## src/hw/rtl/bdbs_pkg.sv

```systemverilog
// Shared types, widths and register codes for the best detection box selector.
`timescale 1ns / 1ps

package bdbs_pkg;

	localparam int CoordW   = 16;
	localparam int ScoreW   = 16;
	localparam int FrameW   = 13;
	localparam int WinW     = 12;
	localparam int EdgeW    = 15;
	localparam int CenterW  = 17;
	localparam int CfgIdxW  = 3;
	localparam int CfgDataW = 16;

	// Configuration register indexes
	typedef enum logic [CfgIdxW-1:0] {
		REG_SCORE_THRESHOLD = 3'd0,
		REG_FRAME_WIDTH     = 3'd1,
		REG_FRAME_HEIGHT    = 3'd2,
		REG_WINDOW_LOW      = 3'd3,
		REG_WINDOW_HIGH     = 3'd4
	} cfg_reg_t;

	localparam logic [ScoreW-1:0] ThresholdReset = 16'd11468;
	localparam logic [FrameW-1:0] FrameWidthReset  = 13'd640;
	localparam logic [FrameW-1:0] FrameHeightReset = 13'd640;
	localparam logic [WinW-1:0]   WindowLowReset   = 12'd265;
	localparam logic [WinW-1:0]   WindowHighReset  = 12'd275;

	typedef struct packed {
		logic [ScoreW-1:0] score_threshold;
		logic [FrameW-1:0] frame_width;
		logic [FrameW-1:0] frame_height;
		logic [WinW-1:0]   window_low;
		logic [WinW-1:0]   window_high;
	} cfg_t;

	// Chosen box of a frame; found marks that any prediction passed
	typedef struct packed {
		logic              found;
		logic [CoordW-1:0] x;
		logic [CoordW-1:0] y;
		logic [CoordW-1:0] w;
		logic [CoordW-1:0] h;
		logic [ScoreW-1:0] score;
	} box_t;

endpackage

```

## src/hw/rtl/bdbs_if.sv

```systemverilog
// Valid/ready channel interfaces for prediction and result words.
`timescale 1ns / 1ps

interface bdbs_pred_if;
	logic                          valid;
	logic                          ready;
	logic [bdbs_pkg::CoordW-1:0]   box_x;
	logic [bdbs_pkg::CoordW-1:0]   box_y;
	logic [bdbs_pkg::CoordW-1:0]   box_w;
	logic [bdbs_pkg::CoordW-1:0]   box_h;
	logic [bdbs_pkg::ScoreW-1:0]   score;
	logic                          last;

	modport source (output valid, box_x, box_y, box_w, box_h, score, last, input ready);
	modport sink   (input valid, box_x, box_y, box_w, box_h, score, last, output ready);
endinterface

interface bdbs_result_if;
	logic                                 valid;
	logic                                 ready;
	logic                                 found;
	logic signed [bdbs_pkg::EdgeW-1:0]    left;
	logic signed [bdbs_pkg::EdgeW-1:0]    top;
	logic signed [bdbs_pkg::EdgeW-1:0]    right;
	logic signed [bdbs_pkg::EdgeW-1:0]    bottom;
	logic [bdbs_pkg::CenterW-1:0]         center_x_q4;
	logic [bdbs_pkg::CenterW-1:0]         center_y_q4;
	logic [bdbs_pkg::ScoreW-1:0]          best_score;
	logic                                 aligned;

	modport source (output valid, found, left, top, right, bottom, center_x_q4, center_y_q4,
		best_score, aligned, input ready);
	modport sink   (input valid, found, left, top, right, bottom, center_x_q4, center_y_q4,
		best_score, aligned, output ready);
endinterface

```

## src/hw/rtl/bdbs_select.sv

```systemverilog
// Running best-score selection over a frame and hand-off of the chosen box.
`timescale 1ns / 1ps

module bdbs_select (
	input  logic                 clk,
	input  logic                 arst_n,
	input  bdbs_pkg::cfg_t       cfg,
	bdbs_pred_if.sink            pred,
	output logic                 box_valid,
	output bdbs_pkg::box_t       box,
	input  logic                 box_ready
);

	bdbs_pkg::box_t kept_q;
	bdbs_pkg::box_t next_box;
	bdbs_pkg::box_t box_s1;
	logic           valid_s1;
	logic           take;
	logic           accept;

	// Keep a prediction above threshold that beats the one held so far
	always_comb begin
		take = (pred.score > cfg.score_threshold) &&
			(!kept_q.found || (pred.score > kept_q.score));
		if (take) begin
			next_box = '{found: 1'b1, x: pred.box_x, y: pred.box_y, w: pred.box_w,
				h: pred.box_h, score: pred.score};
		end else begin
			next_box = kept_q;
		end
	end

	assign pred.ready = !valid_s1 || box_ready;
	assign accept     = pred.valid && pred.ready;

	// Update the frame selection; clear it once the last word is in
	always_ff @(posedge clk or negedge arst_n) begin
		if (!arst_n) begin
			kept_q <= '0;
		end else if (accept) begin
			if (pred.last) begin
				kept_q <= '0;
			end else if (take) begin
				kept_q <= next_box;
			end
		end
	end

	// Hold the chosen box until the scaling stage takes it
	always_ff @(posedge clk or negedge arst_n) begin
		if (!arst_n) begin
			valid_s1 <= 1'b0;
		end else if (accept && pred.last) begin
			valid_s1 <= 1'b1;
		end else if (box_ready) begin
			valid_s1 <= 1'b0;
		end
	end

	always_ff @(posedge clk) begin
		if (accept && pred.last) begin
			box_s1 <= next_box;
		end
	end

	assign box_valid = valid_s1;
	assign box       = box_s1;

endmodule

```

## src/hw/rtl/bdbs_scale.sv

```systemverilog
// Pixel scaling of the chosen box: products, then truncation, saturation and window test.
`timescale 1ns / 1ps

module bdbs_scale (
	input  logic                 clk,
	input  logic                 arst_n,
	input  bdbs_pkg::cfg_t       cfg,
	input  logic                 box_valid,
	input  bdbs_pkg::box_t       box,
	output logic                 box_ready,
	bdbs_result_if.source        result
);

	localparam int NumW  = bdbs_pkg::CoordW + 3;
	localparam int ProdW = 32;
	localparam int CtrPW = bdbs_pkg::CoordW + bdbs_pkg::FrameW;
	localparam int CtrSW = CtrPW - 11;
	localparam int WinPW = bdbs_pkg::WinW + 15;

	logic signed [NumW-1:0]  lx_num, rx_num, ty_num, by_num;
	logic signed [bdbs_pkg::FrameW:0] fw_s, fh_s;

	logic                    valid_s2;
	logic signed [ProdW-1:0] left_p_s2, right_p_s2, top_p_s2, bottom_p_s2;
	logic [CtrPW-1:0]        cx_p_s2, cy_p_s2;
	logic [bdbs_pkg::ScoreW-1:0] score_s2;
	logic                    found_s2;

	logic                    valid_q;
	logic                    found_q;
	logic signed [bdbs_pkg::EdgeW-1:0] left_q, top_q, right_q, bottom_q;
	logic [bdbs_pkg::CenterW-1:0]      cx_q, cy_q;
	logic [bdbs_pkg::ScoreW-1:0]       score_q;
	logic                    aligned_q;
	logic                    out_ready;
	logic                    aligned_c;

	// Truncate a Q.16 pixel product toward zero and clamp to the edge range
	function automatic logic signed [bdbs_pkg::EdgeW-1:0] edge_px(
		input logic signed [ProdW-1:0] p
	);
		logic signed [ProdW-1:0] t;
		if (p < 0) begin
			t = (p + 32'sd65535) >>> 16;
		end else begin
			t = p >>> 16;
		end
		if (t > 32'sd16383) begin
			edge_px = 15'sd16383;
		end else if (t < -32'sd16384) begin
			edge_px = -15'sd16384;
		end else begin
			edge_px = t[bdbs_pkg::EdgeW-1:0];
		end
	endfunction

	// Clamp a centre product to pixels with four fraction bits
	function automatic logic [bdbs_pkg::CenterW-1:0] center_px(input logic [CtrPW-1:0] p);
		logic [CtrSW-1:0] v;
		v = p[CtrPW-1:11];
		if (v[CtrSW-1]) begin
			center_px = '1;
		end else begin
			center_px = v[bdbs_pkg::CenterW-1:0];
		end
	endfunction

	assign out_ready = !valid_q || result.ready;
	assign box_ready = !valid_s2 || out_ready;

	// Form twice centre plus or minus size, in Q.16
	always_comb begin
		lx_num = $signed({2'b00, box.x, 1'b0}) - $signed({3'b000, box.w});
		rx_num = $signed({2'b00, box.x, 1'b0}) + $signed({3'b000, box.w});
		ty_num = $signed({2'b00, box.y, 1'b0}) - $signed({3'b000, box.h});
		by_num = $signed({2'b00, box.y, 1'b0}) + $signed({3'b000, box.h});
		fw_s   = $signed({1'b0, cfg.frame_width});
		fh_s   = $signed({1'b0, cfg.frame_height});
	end

	// Advance the product stage
	always_ff @(posedge clk or negedge arst_n) begin
		if (!arst_n) begin
			valid_s2 <= 1'b0;
		end else if (box_ready) begin
			valid_s2 <= box_valid;
		end
	end

	always_ff @(posedge clk) begin
		if (box_ready && box_valid) begin
			left_p_s2   <= ProdW'(lx_num * fw_s);
			right_p_s2  <= ProdW'(rx_num * fw_s);
			top_p_s2    <= ProdW'(ty_num * fh_s);
			bottom_p_s2 <= ProdW'(by_num * fh_s);
			cx_p_s2     <= box.x * cfg.frame_width;
			cy_p_s2     <= box.y * cfg.frame_height;
			score_s2    <= box.score;
			found_s2    <= box.found;
		end
	end

	// Exact window test on the unrounded centre
	assign aligned_c = (cx_p_s2 > CtrPW'({cfg.window_low, 15'b0})) &&
		(cx_p_s2 < CtrPW'({cfg.window_high, 15'b0}));

	// Advance the result register; an empty frame gives all zero fields
	always_ff @(posedge clk or negedge arst_n) begin
		if (!arst_n) begin
			valid_q <= 1'b0;
		end else if (out_ready) begin
			valid_q <= valid_s2;
		end
	end

	always_ff @(posedge clk) begin
		if (out_ready && valid_s2) begin
			found_q   <= found_s2;
			left_q    <= found_s2 ? edge_px(left_p_s2) : '0;
			right_q   <= found_s2 ? edge_px(right_p_s2) : '0;
			top_q     <= found_s2 ? edge_px(top_p_s2) : '0;
			bottom_q  <= found_s2 ? edge_px(bottom_p_s2) : '0;
			cx_q      <= found_s2 ? center_px(cx_p_s2) : '0;
			cy_q      <= found_s2 ? center_px(cy_p_s2) : '0;
			score_q   <= found_s2 ? score_s2 : '0;
			aligned_q <= found_s2 && aligned_c;
		end
	end

	assign result.valid       = valid_q;
	assign result.found       = found_q;
	assign result.left        = left_q;
	assign result.top         = top_q;
	assign result.right       = right_q;
	assign result.bottom      = bottom_q;
	assign result.center_x_q4 = cx_q;
	assign result.center_y_q4 = cy_q;
	assign result.best_score  = score_q;
	assign result.aligned     = aligned_q;

endmodule

```

## src/hw/rtl/best_detection_box_select.sv

```systemverilog
// Top level: configuration registers, frame selection and pixel scaling.
// Throughput: one prediction word per cycle; ready drops only when all stages hold results
// and result.ready is low. The chosen box passes the select, product and result registers.
// The score compare sets the per-word rate; the 19x14 multipliers sit in their own stage.
// Reset clears the registers to their defaults, the running selection and all valid flags.
`timescale 1ns / 1ps

module best_detection_box_select (
	input  logic                            clk,
	input  logic                            arst_n,
	input  logic                            wr_en,
	input  logic [bdbs_pkg::CfgIdxW-1:0]    wr_index,
	input  logic [bdbs_pkg::CfgDataW-1:0]   wr_data,
	bdbs_pred_if.sink                       pred,
	bdbs_result_if.source                   result
);

	bdbs_pkg::cfg_t cfg_q;
	bdbs_pkg::box_t box;
	logic           box_valid;
	logic           box_ready;

	// Write configuration registers, masked to their widths
	always_ff @(posedge clk or negedge arst_n) begin
		if (!arst_n) begin
			cfg_q.score_threshold <= bdbs_pkg::ThresholdReset;
			cfg_q.frame_width     <= bdbs_pkg::FrameWidthReset;
			cfg_q.frame_height    <= bdbs_pkg::FrameHeightReset;
			cfg_q.window_low      <= bdbs_pkg::WindowLowReset;
			cfg_q.window_high     <= bdbs_pkg::WindowHighReset;
		end else if (wr_en) begin
			case (bdbs_pkg::cfg_reg_t'(wr_index))
				bdbs_pkg::REG_SCORE_THRESHOLD: begin
					cfg_q.score_threshold <= wr_data;
				end
				bdbs_pkg::REG_FRAME_WIDTH: begin
					cfg_q.frame_width <= wr_data[bdbs_pkg::FrameW-1:0];
				end
				bdbs_pkg::REG_FRAME_HEIGHT: begin
					cfg_q.frame_height <= wr_data[bdbs_pkg::FrameW-1:0];
				end
				bdbs_pkg::REG_WINDOW_LOW: begin
					cfg_q.window_low <= wr_data[bdbs_pkg::WinW-1:0];
				end
				bdbs_pkg::REG_WINDOW_HIGH: begin
					cfg_q.window_high <= wr_data[bdbs_pkg::WinW-1:0];
				end
				default: begin
				end
			endcase
		end
	end

	bdbs_select u_select (
		.clk       (clk),
		.arst_n    (arst_n),
		.cfg       (cfg_q),
		.pred      (pred),
		.box_valid (box_valid),
		.box       (box),
		.box_ready (box_ready)
	);

	bdbs_scale u_scale (
		.clk       (clk),
		.arst_n    (arst_n),
		.cfg       (cfg_q),
		.box_valid (box_valid),
		.box       (box),
		.box_ready (box_ready),
		.result    (result)
	);

endmodule

```

## src/flat_wrapper.sv

```systemverilog
// flat-port wrapper written by rule: the top's interface ports become plain ports
module best_detection_box_select_flat 
  (clk, arst_n, wr_en, wr_index, wr_data, pred_valid, pred_box_x, pred_box_y, pred_box_w, pred_box_h, pred_score, pred_last, pred_ready, result_valid, result_found, result_left, result_top, result_right, result_bottom, result_center_x_q4, result_center_y_q4, result_best_score, result_aligned, result_ready);
  bdbs_pred_if pred_i ();
  bdbs_result_if result_i ();
  input  logic clk;
  input  logic arst_n;
  input  logic wr_en;
  input  logic [bdbs_pkg::CfgIdxW-1:0] wr_index;
  input  logic [bdbs_pkg::CfgDataW-1:0] wr_data;
  input wire logic [$bits(pred_i.valid)-1:0] pred_valid;
  input wire logic [$bits(pred_i.box_x)-1:0] pred_box_x;
  input wire logic [$bits(pred_i.box_y)-1:0] pred_box_y;
  input wire logic [$bits(pred_i.box_w)-1:0] pred_box_w;
  input wire logic [$bits(pred_i.box_h)-1:0] pred_box_h;
  input wire logic [$bits(pred_i.score)-1:0] pred_score;
  input wire logic [$bits(pred_i.last)-1:0] pred_last;
  output wire logic [$bits(pred_i.ready)-1:0] pred_ready;
  output wire logic [$bits(result_i.valid)-1:0] result_valid;
  output wire logic [$bits(result_i.found)-1:0] result_found;
  output wire logic [$bits(result_i.left)-1:0] result_left;
  output wire logic [$bits(result_i.top)-1:0] result_top;
  output wire logic [$bits(result_i.right)-1:0] result_right;
  output wire logic [$bits(result_i.bottom)-1:0] result_bottom;
  output wire logic [$bits(result_i.center_x_q4)-1:0] result_center_x_q4;
  output wire logic [$bits(result_i.center_y_q4)-1:0] result_center_y_q4;
  output wire logic [$bits(result_i.best_score)-1:0] result_best_score;
  output wire logic [$bits(result_i.aligned)-1:0] result_aligned;
  input wire logic [$bits(result_i.ready)-1:0] result_ready;
  assign pred_i.valid = pred_valid;
  assign pred_i.box_x = pred_box_x;
  assign pred_i.box_y = pred_box_y;
  assign pred_i.box_w = pred_box_w;
  assign pred_i.box_h = pred_box_h;
  assign pred_i.score = pred_score;
  assign pred_i.last = pred_last;
  assign pred_ready = pred_i.ready;
  assign result_valid = result_i.valid;
  assign result_found = result_i.found;
  assign result_left = result_i.left;
  assign result_top = result_i.top;
  assign result_right = result_i.right;
  assign result_bottom = result_i.bottom;
  assign result_center_x_q4 = result_i.center_x_q4;
  assign result_center_y_q4 = result_i.center_y_q4;
  assign result_best_score = result_i.best_score;
  assign result_aligned = result_i.aligned;
  assign result_i.ready = result_ready;
  best_detection_box_select u_core (.clk(clk), .arst_n(arst_n), .wr_en(wr_en), .wr_index(wr_index), .wr_data(wr_data), .pred(pred_i), .result(result_i));
endmodule
```

## config.mk

```make
export PLATFORM = sky130hd
export DESIGN_NAME = best_detection_box_select_flat
export DESIGN_NICKNAME = d
export VERILOG_FILES = /design/src/hw/rtl/bdbs_pkg.sv /design/src/hw/rtl/bdbs_if.sv /design/src/hw/rtl/bdbs_select.sv /design/src/hw/rtl/bdbs_scale.sv /design/src/hw/rtl/best_detection_box_select.sv /design/src/flat_wrapper.sv
export SDC_FILE = /design/constraint.sdc
export NUM_CORES = 2
export LEC_CHECK = 0
export ABC_AREA = 1
export BUFFER_PORTS_ARGS = -buffer_cell sky130_fd_sc_hd__buf_2
export CORE_MARGIN = 3
export CORE_UTILIZATION = 50
export DETAILED_ROUTE_END_ITERATION = 8
export PLACE_DENSITY = 0.66
export SYNTH_ARGS = -nofsm -noshare
export SYNTH_HDL_FRONTEND = slang
export SYNTH_SLANG_ARGS = --single-unit
export TNS_END_PERCENT = 10
```

## constraint.sdc

```tcl
create_clock -name clk -period 8 [get_ports clk]
set_input_delay 1.6 -clock clk [delete_from_list [all_inputs] [get_ports clk]]
set_output_delay 1.6 -clock clk [all_outputs]
set_load 0.005 [all_outputs]
```

* Yosys cells after proc, flatten, opt, wreduce, memory -nomap -nowiden
Cells that the tools add are included.
** Storage, ports and cells
- Memory bits (read-only) :: 0
- Memory bits (writable) :: 0
- Output and inout bits :: 114
- Bits in registers :: 546
- Input port bits :: 105
- Bits in latches :: 0
- Memories kept :: 0
- Logic and storage cells :: 127
** Cells by class
- $lt $le $gt $ge :: 16
- Shifts and indexed selects :: 0
- Div/mod/pow operators :: 0
- Reduce and logical (&&, ||, !) cells :: 28
- Bitwise logic cells :: 1
- Add/subtract/negate cells :: 8
- $mul :: 6
- Mux-type cells :: 23
- Eq/ne operators :: 4
** Operators with widths (count)
- 32-bit 2-to-1 mux :: 8
- 81-bit 2-to-1 mux :: 3
- 32-bit by 17-bit adder with 32-bit output (second input constant) :: 4
- 32-bit by 15-bit greater-than comparator with 1-bit output (second input constant) :: 4
- 32-bit by 1-bit less-than comparator with 1-bit output (second input constant) :: 4
- 32-bit by 15-bit less-than comparator with 1-bit output (second input constant) :: 4
- 18-bit by 14-bit multiplier with 32-bit output :: 2
- 18-bit by 13-bit multiplier with 31-bit output :: 2
- 15-bit 2-to-1 mux :: 4
- 16-bit by 13-bit multiplier with 29-bit output :: 2
- 14-bit 2-to-1 mux :: 4
- 17-bit by 16-bit adder with 18-bit output :: 2
- 17-bit by 16-bit subtractor with 18-bit output :: 2
- 17-bit 2-to-1 mux :: 2
- 16-bit greater-than comparator :: 2
- 29-bit by 27-bit greater-than comparator with 1-bit output :: 1
- 29-bit by 27-bit less-than comparator with 1-bit output :: 1
- 2-bit AND reduction :: 6
- 2-bit OR reduction :: 4
- 1-bit logical AND :: 7
- 3-bit by 2-bit == test with 1-bit output (second input constant) :: 2
- 1-bit logical NOT :: 4
- 1-bit logical OR :: 4
- 2-bit nonzero test :: 2
- 5 further kinds :: 6

* Logic depth before layout (Yosys ltp)
- Word-level depth :: 7
- Depth in mapped cells :: 37
- Depth with buffers taken out :: 36

* Cells and area by module
From an unflattened synthesis, not the netlist that was laid out.
** Unflattened totals
- Cells, all modules :: 8799
- Area, all modules :: 72070.4 µm²
** By module, submodules not included
- bdbs_scale :: seq. area each 8157.8 µm², times used 1, cells each 7647, area each 61664.1 µm²
- bdbs_select :: seq. area each 4484.3 µm², times used 1, cells each 853, area each 7698.6 µm²
- best_detection_box_select :: seq. area each 1674.1 µm², times used 1, cells each 299, area each 2707.6 µm²

* Worst setup path before layout
No wires, ideal clock.
- Kind :: input to register
- Start :: input result_ready
- End :: register u_core.u_scale.aligned_q, in the netlist u_core.u_scale.result.aligned (enable)
- Slack :: 0.370 ns
- Arrival :: 7.010 ns
- Stages :: 2
- Data required time :: 7.380 ns
- Library setup time :: 0.620 ns
- Path buffers :: 0
- Cells stage by stage :: inv_1 -> a21oi_1
** Between the ends
- Longest elaborated chain between the ends :: 2
** Ends and longest elaborated chain
- start, declared :: RTL line flat_wrapper.sv:29 : input wire logic [$bits(result_i.ready)-1:0] result_ready;
- 1-bit logical OR :: RTL line bdbs_scale.sv:68 : assign out_ready = !valid_q || result.ready;
- 1-bit logical AND :: RTL line bdbs_scale.sv:117 : if (out_ready && valid_s2) begin
- end signal, assigned :: RTL line bdbs_scale.sv:126 : aligned_q <= found_s2 && aligned_c;
- end, declared :: RTL line bdbs_scale.sv:34 : logic aligned_q;
No other way between the ends.
A chain may end at the register's enable or synchronous reset.

* Final worst setup path
- Start :: register u_core.u_select.box_s1 (netlist bit u_core.u_select.box[33])
- End :: register u_core.u_scale.left_p_s2[24], data pin
** Between the ends
- Longest elaborated chain between the ends :: 2
** Ends and longest elaborated chain
- start, declared :: RTL line bdbs_select.sv:16 : bdbs_pkg::box_t box_s1;
- start signal, assigned :: RTL line bdbs_select.sv:62 : box_s1 <= next_box;
- 17-bit by 16-bit subtractor with 18-bit output :: RTL line bdbs_scale.sv:73 : lx_num = $signed({2'b00, box.x, 1'b0}) - $signed({3'b000, box.w});
- 18-bit by 14-bit multiplier with 32-bit output :: RTL line bdbs_scale.sv:92 : left_p_s2 <= ProdW'(lx_num * fw_s);
- end signal, assigned :: RTL line bdbs_scale.sv:92
- end, declared :: RTL line bdbs_scale.sv:24 : logic signed [ProdW-1:0] left_p_s2, right_p_s2, top_p_s2, bottom_p_s2;
No other way between the ends.

==> impl_results.md <==
* Status: finished, final reports clean
* Global-route wire length before repair at 332000 um
* Max-slew headroom at about 17%
* Number of flops mapped to enable cells by yosys at about 350
* RSZ-0062 raised after global routing: yes
* Max Clock Skew at 72.89 ps
* CTS tree: yes
* Die Width at between 300 and 400 um
* Initial Util at between 50% and 60%
* Crit. End Element: register
* Area of the die at between 100000 and 150000 um^2
* Yosys warning count at 0
* Routed Antenna Nets at 0
* IO buf count at between 200 and 250
* Final-report max-slew violation count at 0
* Via/cell ratio at around 5.4
* Worst-path maximum fanout at 12
* Clock Sinks at between 500 and 600
* Filler cells at around 13k
* Gr usage total at about 29%
* Clk pin slew, worst setup/hold paths at ~70 ps
* Endpoints failing setup at 0
* Cell count after synthesis at 8480
* Total Routed Length at approximately 210000 um
* Drt pass-1 iters at 7
* Post-synth top area cell: fa_1
* Area grow syn2layout at 7.479%
* Layout Nets at between 10k and 15k
* Boundary Pins at between 200 and 250
* Asr flop ratio synth at 29.94%
* Ys flop type: edfxtp_1
* Arr. time, crit path at 8070 ps
* Number of synthesized register bits at approximately 500
* Synth area leaders: fa_1 31%, edfxtp_1 15%, inv_1 9.9%
* Gr ovfl total at 0
* Skew-Pair Late Insertion Delay at between 700 and 800 ps
* Routability cong. at just under 1
* Clock root buffer: clkbuf_16
* Post-placement cell count at roughly 10k
* Final hold violation count at 0
* Initial DRC count at 4659
* Startpoint types: register
* Post-Syn Area at between 70000 and 80000 um^2
* Drt wl/cell at around 20 um
* HP Class: register to register
* Max Clk Rate at about 130 MHz
* Fin crit share at 95.38%
* Syn_area_per_cell at approximately 8.3 um^2
* DRC at 0
* Worst path required time at 8440 ps
* Vias at between 50k and 60k
* Die height at 381.8 um
* Number of global-route vias before repair at about 59k
* CTS H-tree lvls at 2
* Kind of critical path: register to register
* CP max-delay cell: fa_1
* Clock buffer depth at 3
* TritonCTS Buffers at 56
* Synth unique cells at 62
* Cts hold-fix bufs at 0
* Final min period at 7630 ps
* Share of layout cells above drive strength 1 at approximately 7.0%
* Sequential area share after synthesis at 20.28%
* Yosys top cell area share at around a third
* Largest net degree at the start of global routing at roughly 90
* Postcts setup bufs at 0
* Core Rows at between 100 and 150
* Finished Layout Cells at ~11k
* Slowest stage delay, CP at between 500 and 600 ps
* Initial antenna violation count at 5
* Placeable core area at between 100000 and 150000 um^2
* DP HPWL at 169700 um
* Most used cell, CP: inv_1
* # Max-Cap Violations at 0
* Slew @ Worst Pin at 1234 ps
sequential cells by signal, summed over array words and instances (netlist names):
| name | cells |
|---|---|
| u_core.u_scale.score_s2 | 16 |
| u_core.u_select.kept_q | 81 |
| u_core.u_scale.result.bottom | 15 |
| u_core.u_scale.bottom_p_s2 | 15 |
| u_core.u_scale.right_p_s2 | 15 |
| u_core.u_scale.result.top | 15 |
| u_core.u_scale.cy_p_s2 | 18 |
| u_core.u_scale.result.best_score | 16 |
| u_core.u_scale.result.found | 1 |
| u_core.u_scale.result.center_x_q4 | 17 |
| u_core.u_scale.found_s2 | 1 |
| u_core.u_select.box_valid | 1 |
| u_core.u_scale.cx_p_s2 | 29 |
| u_core.u_scale.result.center_y_q4 | 17 |
| u_core.u_scale.left_p_s2 | 32 |
| u_core.u_scale.result.left | 15 |
| u_core.u_scale.valid_s2 | 1 |
| u_core.u_scale.result.right | 15 |
| u_core.u_scale.top_p_s2 | 32 |
| u_core.u_scale.result.valid | 1 |
| u_core.cfg_q | 66 |
| u_core.u_scale.result.aligned | 1 |
| u_core.u_select.box | 81 |
Yosys cell counts, types with 4 or more instances:
| master | n |
|---|---|
| o21a_1 | 11 |
| nor4_1 | 16 |
| edfxtp_1 | 351 |
| xor2_1 | 112 |
| ha_1 | 560 |
| a21o_1 | 26 |
| o21bai_1 | 30 |
| fa_1 | 1109 |
| nand2_1 | 1846 |
| clkbuf_1 | 184 |
| o21ai_0 | 210 |
| nand3b_1 | 9 |
| nor2_1 | 773 |
| nand2_2 | 12 |
| a21oi_1 | 249 |
| inv_1 | 1867 |
| clkinv_1 | 11 |
| a21oi_2 | 8 |
| xor2_2 | 8 |
| a31oi_1 | 32 |
| buf_1 | 50 |
| nor3_1 | 47 |
| o21ai_1 | 4 |
| xnor2_1 | 41 |
| o31ai_1 | 6 |
| or2_2 | 50 |
| or2_1 | 31 |
| a21boi_0 | 7 |
| nand3_2 | 9 |
| nand3_1 | 474 |
| buf_2 | 46 |
| buf_4 | 5 |
| inv_2 | 20 |
| dfrtp_1 | 132 |
| dfstp_2 | 18 |
| o211ai_1 | 9 |
| nand4_1 | 65 |
metrics by stage:
stage,setup TNS (ps),setup WS [ps],utilization (%),hold WS [ps],instance area [um^2]
CTS,0,307.3,54.23,421.3,75850
global route,-93.89,-93.50,54.25,421.3,75880
finish,0,370.0,54.25,418.3,75880
global placement,0,396.4,52.88,400.8,73970
detailed placement,0,344.8,52.88,405.4,73970
floorplan,0,370.4,-,400.3,70600
worst max-delay path, delay by kind of cell, from the launching register on:
| kind | cells | cell delay, ps |
|---|---|---|
| buffers and inverters | 7 | 520 |
| AND/OR/NAND/NOR | 11 | 2080 |
| adder cells (fa/ha/maj) | 8 | 3840 |
| AO/OA/AOI/OAI | 2 | 390 |
| flip-flops | 1 | 410 |
| XOR/XNOR | 1 | 150 |
area by class of cell:
| type | instances | area [um^2] | area share [%] |
|---|---|---|---|
| repair buffers | 359 | 2156 | 2.841 |
| clock inverters | 33 | 372.9 | 0.4914 |
| multi-input cells | 5793 | 48050 | 63.32 |
| inverters | 1898 | 7133 | 9.401 |
| diodes | 1 | 2.502 | 0.003298 |
| flip-flops and latches | 501 | 14320 | 18.87 |
| clock buffers | 72 | 1504 | 1.982 |
| well taps | 1876 | 2347 | 3.093 |
logic make-up (layout without fill, tap and decap cells):
family	after synthesis	in the layout	share of synthesized area, %
flops	501	501	20.28
buf+inv	2187	2362	11.77
xor+xnor	162	162	2.121
simple gates	3347	3347	19.56
fa+ha+maj	1669	1669	41.37
other cells	1	3	0.005312
compound gates	613	613	4.888
layer usage:
metal	vias to the layer above	wire length [um]	global-route usage, %
met3	394	18410	5.762
met5	-	13	0
li1	25934	-	-
met2	2171	99140	48.34
met1	28168	85160	38.51
met4	2	8200	10.20
worst paths after layout:
path / slack (ps) / to / cells past startpoint / from
setup / recovery: 370 / u_core.u_scale.left_p_s2[24]$_DFFE_PP_ / 29 / u_core.u_select.box[33]$_DFFE_PP_
hold / removal: 420 / u_core.u_scale.found_s2$_DFFE_PP_ / 0 / u_core.u_select.box[80]$_DFFE_PP_
setup reg to reg: 370 / u_core.u_scale.left_p_s2[24]$_DFFE_PP_ / 29 / u_core.u_select.box[33]$_DFFE_PP_
hold reg to reg: 420 / u_core.u_scale.found_s2$_DFFE_PP_ / 0 / u_core.u_select.box[80]$_DFFE_PP_
max in group asynchronous: 5530 / u_core.cfg_q[24]$_DFFE_PN0P_ / 2 / arst_n
min in group asynchronous: 920 / u_core.u_select.kept_q[72]$_DFFE_PN0P_ / 1 / arst_n
layout by cell type (no fill, tap or decap), types with 30 or more instances in the layout:
| cell | n |
|---|---|
| ha_1 | 560 |
| nand4_1 | 65 |
| inv_1 | 1864 |
| edfxtp_1 | 351 |
| nand3_1 | 474 |
| xnor2_1 | 41 |
| nand2_1 | 1845 |
| nor2_1 | 771 |
| a21oi_1 | 248 |
| nor3_1 | 46 |
| dfrtp_1 | 132 |
| o21ai_0 | 210 |
| buf_2 | 217 |
| xor2_1 | 110 |
| fa_1 | 1109 |
| or2_2 | 50 |
| a31oi_1 | 32 |
| clkbuf_16 | 57 |
| or2_1 | 31 |
| o21bai_1 | 30 |
| buf_4 | 141 |
what timing repair did:
item	in CTS	in global routing
hold endpoints to repair	0	0
setup endpoints to repair	0	7
resized for setup	0	5
Power is left out: the tool's default activity adds up to more than one toggle a clock period on the data nets, which glitch-free logic cannot reach.
